### src/i2r_pkg.sv
package i2r_pkg;

  localparam int ValueWidth  = 12;
  localparam int SymWidth    = 8;
  localparam int NumSyms     = 13;
  localparam int IdxWidth    = $clog2(NumSyms);
  localparam int SymValWidth = 10;
  localparam logic [ValueWidth-1:0] MaxValue = 12'd3999;

  localparam logic [SymWidth-1:0] CharNone = 8'h00;
  localparam logic [SymWidth-1:0] CharI    = 8'h49;
  localparam logic [SymWidth-1:0] CharV    = 8'h56;
  localparam logic [SymWidth-1:0] CharX    = 8'h58;
  localparam logic [SymWidth-1:0] CharL    = 8'h4C;
  localparam logic [SymWidth-1:0] CharC    = 8'h43;
  localparam logic [SymWidth-1:0] CharD    = 8'h44;
  localparam logic [SymWidth-1:0] CharM    = 8'h4D;

  // Controller to datapath
  typedef struct packed {
    logic load;   // capture a new value
    logic step;   // emit one letter or move to the next symbol
    logic fault;  // emit the single error result
  } cmd_t;

  // Datapath to controller
  typedef struct packed {
    logic in_range;  // value port holds 1..3999
    logic fin;       // this step emits the final letter
  } stat_t;

  function automatic logic [SymValWidth-1:0] sym_val(input logic [IdxWidth-1:0] idx);
    logic [SymValWidth-1:0] v;
    case (idx)
      4'd0:    v = 10'd1000;
      4'd1:    v = 10'd900;
      4'd2:    v = 10'd500;
      4'd3:    v = 10'd400;
      4'd4:    v = 10'd100;
      4'd5:    v = 10'd90;
      4'd6:    v = 10'd50;
      4'd7:    v = 10'd40;
      4'd8:    v = 10'd10;
      4'd9:    v = 10'd9;
      4'd10:   v = 10'd5;
      4'd11:   v = 10'd4;
      default: v = 10'd1;
    endcase
    return v;
  endfunction

  function automatic logic [SymWidth-1:0] sym_first(input logic [IdxWidth-1:0] idx);
    logic [SymWidth-1:0] c;
    case (idx)
      4'd0:    c = CharM;
      4'd1:    c = CharC;
      4'd2:    c = CharD;
      4'd3:    c = CharC;
      4'd4:    c = CharC;
      4'd5:    c = CharX;
      4'd6:    c = CharL;
      4'd7:    c = CharX;
      4'd8:    c = CharX;
      4'd9:    c = CharI;
      4'd10:   c = CharV;
      4'd11:   c = CharI;
      default: c = CharI;
    endcase
    return c;
  endfunction

  // CharNone means the symbol is a single letter
  function automatic logic [SymWidth-1:0] sym_second(input logic [IdxWidth-1:0] idx);
    logic [SymWidth-1:0] c;
    case (idx)
      4'd1:    c = CharM;
      4'd3:    c = CharD;
      4'd5:    c = CharC;
      4'd7:    c = CharL;
      4'd9:    c = CharX;
      4'd11:   c = CharV;
      default: c = CharNone;
    endcase
    return c;
  endfunction

endpackage

### src/integer_to_roman_numeral.sv
// Integer to Roman numeral converter.
//
// Input: pulse start with a 12-bit value while busy is low; the transaction
// is taken at that clock edge and busy rises on the next cycle.
// Output: one transaction per letter, most significant first. Each letter
// shows on symbol (ASCII) for exactly one cycle with strobe high; last marks
// the final letter of the numeral. The receiver cannot stall the output.
// Values 0 and 4000..4095 give a single transaction with symbol 0, last and
// error set, emitted from the fault state through the result registers.
// The first letter comes from the run state through the result registers.
// The controller walks the 13-entry symbol table once; each step emits one
// letter or moves past one table entry, so 3888 takes the most steps (15
// letters plus 12 steps past entries). The walk over the table in the
// datapath sets the length of a conversion.
// A new value may be started in the cycle that carries the final letter.
// Reset (rst, synchronous) returns the controller to idle and drops strobe.
module integer_to_roman_numeral (
  input  logic                            clk,
  input  logic                            rst,
  input  logic                            start,
  output logic                            busy,
  input  logic [i2r_pkg::ValueWidth-1:0]  value,
  output logic                            strobe,
  output logic [i2r_pkg::SymWidth-1:0]    symbol,
  output logic                            last,
  output logic                            error
);

  i2r_pkg::cmd_t  cmd;
  i2r_pkg::stat_t stat;

  // Sequence control: idle, run the table walk, or emit the error result
  i2r_ctrl u_ctrl (
    .clk   (clk),
    .rst   (rst),
    .start (start),
    .busy  (busy),
    .stat  (stat),
    .cmd   (cmd)
  );

  // Remainder, table index, pending second letter and result registers
  i2r_datapath u_datapath (
    .clk    (clk),
    .rst    (rst),
    .cmd    (cmd),
    .stat   (stat),
    .value  (value),
    .strobe (strobe),
    .symbol (symbol),
    .last   (last),
    .error  (error)
  );

endmodule

### src/i2r_datapath.sv
module i2r_datapath (
  input  logic                             clk,
  input  logic                             rst,
  input  i2r_pkg::cmd_t                    cmd,
  output i2r_pkg::stat_t                   stat,
  input  logic [i2r_pkg::ValueWidth-1:0]   value,
  output logic                             strobe,
  output logic [i2r_pkg::SymWidth-1:0]     symbol,
  output logic                             last,
  output logic                             error
);

  logic [i2r_pkg::ValueWidth-1:0]  rest;
  logic [i2r_pkg::IdxWidth-1:0]    idx;
  logic                            second;

  logic [i2r_pkg::ValueWidth-1:0]  cur_val;
  logic [i2r_pkg::ValueWidth-1:0]  rest_sub;
  logic [i2r_pkg::SymWidth-1:0]    second_char;
  logic                            ge;
  logic                            advance;

  assign cur_val     = {{(i2r_pkg::ValueWidth-i2r_pkg::SymValWidth){1'b0}}, i2r_pkg::sym_val(idx)};
  assign ge          = (rest >= cur_val);
  assign rest_sub    = rest - cur_val;
  assign second_char = i2r_pkg::sym_second(idx);
  assign advance     = !second && !ge;

  assign stat.in_range = (value != '0) && (value <= i2r_pkg::MaxValue);
  assign stat.fin      = second ? (rest == '0)
                                : (ge && (rest_sub == '0) && (second_char == i2r_pkg::CharNone));

  always_ff @(posedge clk) begin
    if (cmd.load) begin
      rest   <= value;
      idx    <= '0;
      second <= 1'b0;
    end else if (cmd.step) begin
      if (second) begin
        second <= 1'b0;
      end else if (ge) begin
        rest   <= rest_sub;
        second <= (second_char != i2r_pkg::CharNone);
      end else begin
        idx <= idx + 1'b1;
      end
    end
  end

  // Result registers
  always_ff @(posedge clk) begin
    if (rst) begin
      strobe <= 1'b0;
    end else begin
      strobe <= cmd.fault || (cmd.step && !advance);
    end
  end

  always_ff @(posedge clk) begin
    if (cmd.fault) begin
      symbol <= i2r_pkg::CharNone;
      last   <= 1'b1;
      error  <= 1'b1;
    end else begin
      symbol <= second ? second_char : i2r_pkg::sym_first(idx);
      last   <= stat.fin;
      error  <= 1'b0;
    end
  end

endmodule

### src/i2r_ctrl.sv
module i2r_ctrl (
  input  logic            clk,
  input  logic            rst,
  input  logic            start,
  output logic            busy,
  input  i2r_pkg::stat_t  stat,
  output i2r_pkg::cmd_t   cmd
);

  localparam logic [1:0] StIdle  = 2'd0;
  localparam logic [1:0] StRun   = 2'd1;
  localparam logic [1:0] StFault = 2'd2;

  logic [1:0] state;
  logic [1:0] state_next;

  always_comb begin
    state_next = state;
    cmd        = '0;
    case (state)
      StIdle: begin
        if (start) begin
          cmd.load   = 1'b1;
          state_next = stat.in_range ? StRun : StFault;
        end
      end
      StRun: begin
        cmd.step = 1'b1;
        if (stat.fin) begin
          state_next = StIdle;
        end
      end
      StFault: begin
        cmd.fault  = 1'b1;
        state_next = StIdle;
      end
      default: begin
        state_next = StIdle;
      end
    endcase
  end

  always_ff @(posedge clk) begin
    if (rst) begin
      state <= StIdle;
    end else begin
      state <= state_next;
    end
  end

  assign busy = (state != StIdle);

endmodule

### config.mk
export PLATFORM = sky130hd
export DESIGN_NAME = integer_to_roman_numeral
export DESIGN_NICKNAME = d
export VERILOG_FILES = /design/src/i2r_pkg.sv /design/src/integer_to_roman_numeral.sv /design/src/i2r_datapath.sv /design/src/i2r_ctrl.sv
export SDC_FILE = /design/constraint.sdc
export NUM_CORES = 1
export LEC_CHECK = 0
export BUFFER_PORTS_ARGS = -buffer_cell sky130_fd_sc_hd__buf_2
export CORE_UTILIZATION = 55
export CTS_CLUSTER_SIZE = 10
export DETAILED_ROUTE_END_ITERATION = 16
export PLACE_DENSITY_LB_ADDON = 0.08
export SYNTH_ARGS = -nofsm -noshare
export SYNTH_HDL_FRONTEND = slang
export SYNTH_SLANG_ARGS = --single-unit
### constraint.sdc
create_clock -name clk -period 3.45 [get_ports clk]
set_input_delay 0.1725 -clock clk [delete_from_list [all_inputs] [get_ports clk]]
set_output_delay 0.1725 -clock clk [all_outputs]
set_load 0.05 [all_outputs]
==> metrics.txt <==
Seq pwr share=0.350; Layout Nets=about 340; maximum resistive drop on vdd=around 370 uV; Pleak=roughly 1.2 nW; antenna-violating nets left=0; total gr overflow=0; CTS Root Cell=clkbuf_8; R2R depth=10; drt total wl=5.58 mm; I/O Pins=27; Setup Buffers After CTS=0; RSZ-0062 raised after global routing=false; Post-synth EDFFs=12; GP Congestion=0.915; htree depth=2; Worst Max-Slew Pin Slew=0.656 ns; synthesized flop and latch total=42; Iter 0 DRT Violations=112; sequential area share after synthesis=0.379; Int Power=between 1 and 1.5 mW; Post-CTS Resized=0; P_sw=between 800 and 900 uW; Mean Syn Cell Area=~9.1 sq um; DR vias/cell=5.89; arrival time worst endpoint=between 3 and 4 ns; post-layout min period=about 3.1 ns; Cell Area, Synth=2540 sq um; WP data required=roughly 3.7 ns; Initial Util=0.579; Setup-failing EPs final=0; total negative slack=0 ns; Hold Buf Count CTS=0; r2r setup slk=~0.30 ns; PD cells=770 nW/um^2; Hold Path Sink=u_datapath.strobe$_SDFF_PP0_; Die Ht=roughly 70 um; Worst R2R End=u_datapath.cur_val[1]$_DFF_P_; maxcap violations=0; area grow syn2layout=9.27%; clock buffer depth=2; CP max FO=7; fill count=~400; Hold Path Class=input pin to flip-flop; core area=between 4000 and 5000 sq um; Die W=~70 um; residual DRC count=0; synth cell count leaders=nand2_1, dfxtp_1, inv_1; Netlist cell types=66; Post-Syn Instances=279; most common cell in the synthesized netlist=nand2_1; Final Hold Violating Endpoints=0; # clock sinks=42; net switching fraction of the power=0.419; CTS tree=yes; Worst Skew=a little under 0.008 ns; part of the power in the clock network=0.158; GRT Total Usage=0.241; DR vias=roughly 2100; leading area contributor after synthesis=dfxtp_1; drt pass-1 iters=4; worst skew pair latency=0.30 ns; CP endpoint kind=flip-flop; largest net degree at the start of global routing=20; Async SR Flop Fraction=0; first-pass GRT wire length=9.18 mm; critical setup path kind=flip-flop to flip-flop; Slew Limit Fails=0; clk slew on worst S/H paths=about 0.08 ns; row count=24; ys flop type=dfxtp_1; routed len/inst=15.7 um; status=finished, final reports clean; port buffer count=24; Final HPWL DP=roughly 4.2 mm; layout cell share with drive strength beyond 1=0.165; Post-DP Area=about 2700 sq um; hold_sp=rst; number of antenna diodes=0; post-route design area=~2800 sq um; Peak Freq=~0.32 GHz; Synth top area share=0.237; vias in the first global route=about 1900; top cells by area, synth=dfxtp_1, edfxtp_1, ha_1; Comb power frac=0.493; WHS Path Cells=2; reg2reg start=u_datapath.rest[9]$_DFFE_PP_; initial antenna violation count=0; Final period util=0.913; full die area=around 4900 sq um; Slew HR=0.563; CTS buffer count=5; CP Launch Type=flip-flop; Yosys warning total=0
## worst max-delay path by stage
| stage | end | depth (start not counted) | start |
|---|---|---|---|
| 2_1_floorplan | u_datapath.cur_val[1]$_DFF_P_ | 11 | u_datapath.rest[8]$_DFFE_PP_ |
| 3_3_place_gp | u_datapath.cur_val[1]$_DFF_P_ | 10 | u_datapath.rest[7]$_DFFE_PP_ |
| 3_5_place_dp | u_datapath.cur_val[1]$_DFF_P_ | 10 | u_datapath.rest[9]$_DFFE_PP_ |
| 4_1_cts | u_datapath.cur_val[1]$_DFF_P_ | 10 | u_datapath.rest[9]$_DFFE_PP_ |
| 5_1_grt | u_datapath.cur_val[1]$_DFF_P_ | 10 | u_datapath.rest[7]$_DFFE_PP_ |
| 6_report | u_datapath.cur_val[1]$_DFF_P_ | 10 | u_datapath.rest[9]$_DFFE_PP_ |
## final cells by class
type	instances	area (sq um)	share of cell area
clock buffers	6	82.6	0.0298
well taps	52	65.1	0.0235
clock inverters	2	11.3	0.00406
multi-input cells	207	1450	0.522
flip-flops and latches	42	961	0.346
repair buffers	25	128	0.0460
inverters	21	78.8	0.0284
## placed cells by master, fill, tap and decap left out, types with 3 or more instances in the layout
cell	Yosys	routed
nand3_1	6	6
ha_1	17	17
nor3_1	4	4
edfxtp_1	12	12
a21oi_1	17	17
dfxtp_1	30	30
o21ai_0	17	17
and3_1	4	4
inv_1	20	20
buf_2	2	24
a31oi_1	5	5
nand4_1	3	3
nand2_1	31	31
a21o_1	3	3
a311oi_1	3	3
clkbuf_8	0	6
nor2b_1	4	4
nor2_1	18	18
nand2b_1	6	6
xnor2_1	6	6
nor4_1	6	6
nand3b_1	3	3
xor2_1	4	4
## per-layer routing
metal | GRT usage | up-vias | share of wire
li1 | - | 1041 | -
met1 | 0.351 | 970 | 0.48
met2 | 0.366 | 75 | 0.45
met3 | 0.0505 | 5 | 0.071
met4 | 0.0533 | 0 | 0.0075
met5 | 0 | - | 0
## critical path, stage by stage, from the launching register on
cell      delay [ns]
edfxtp_1        0.41
ha_1            0.37
a21o_1          0.21
nor3_1          0.28
and3_4          0.29
a21oi_2         0.08
a311oi_2        0.46
inv_2           0.15
ha_1            0.35
or3b_1          0.35
a21oi_1         0.12
## power groups by stage
stage	Sequential, mW	Clock [mW]	Combinational (mW)
2_1_floorplan	0.800	0	0.770
3_3_place_gp	0.753	0	1.03
3_5_place_dp	0.754	0	1.04
4_1_cts	0.746	0.340	1.04
5_1_grt	0.759	0.362	1.15
6_report	0.747	0.337	1.05
## through the flow
stage               hold slack (ns)  utilization  total power [mW]  cells  setup WS, ns
CTS                          0.0536        0.633              2.13    355         0.312
detailed placement            0.371        0.611              1.79    347         0.354
finish                       0.0615        0.633              2.14    355         0.301
global placement              0.373        0.611              1.78    347         0.423
floorplan                     0.242            -              1.57    280         0.639
global route                 0.0634        0.633              2.27    355        0.0213
## logic make-up (layout without fill, tap and decap cells)
group                    count (synthesis)  in the layout  synth area share
AND/OR/NAND/NOR                         99             99             0.207
AO/OA/AOI/OAI                           71             71             0.195
flip-flops                              42             42             0.379
buffers and inverters                   31             54            0.0527
adder cells (fa/ha/maj)                 18             18            0.0917
XOR/XNOR                                12             12            0.0473
multiplexers                             5              5            0.0256
other                                    1              2           0.00148
(Power assumes the default switching activity.)
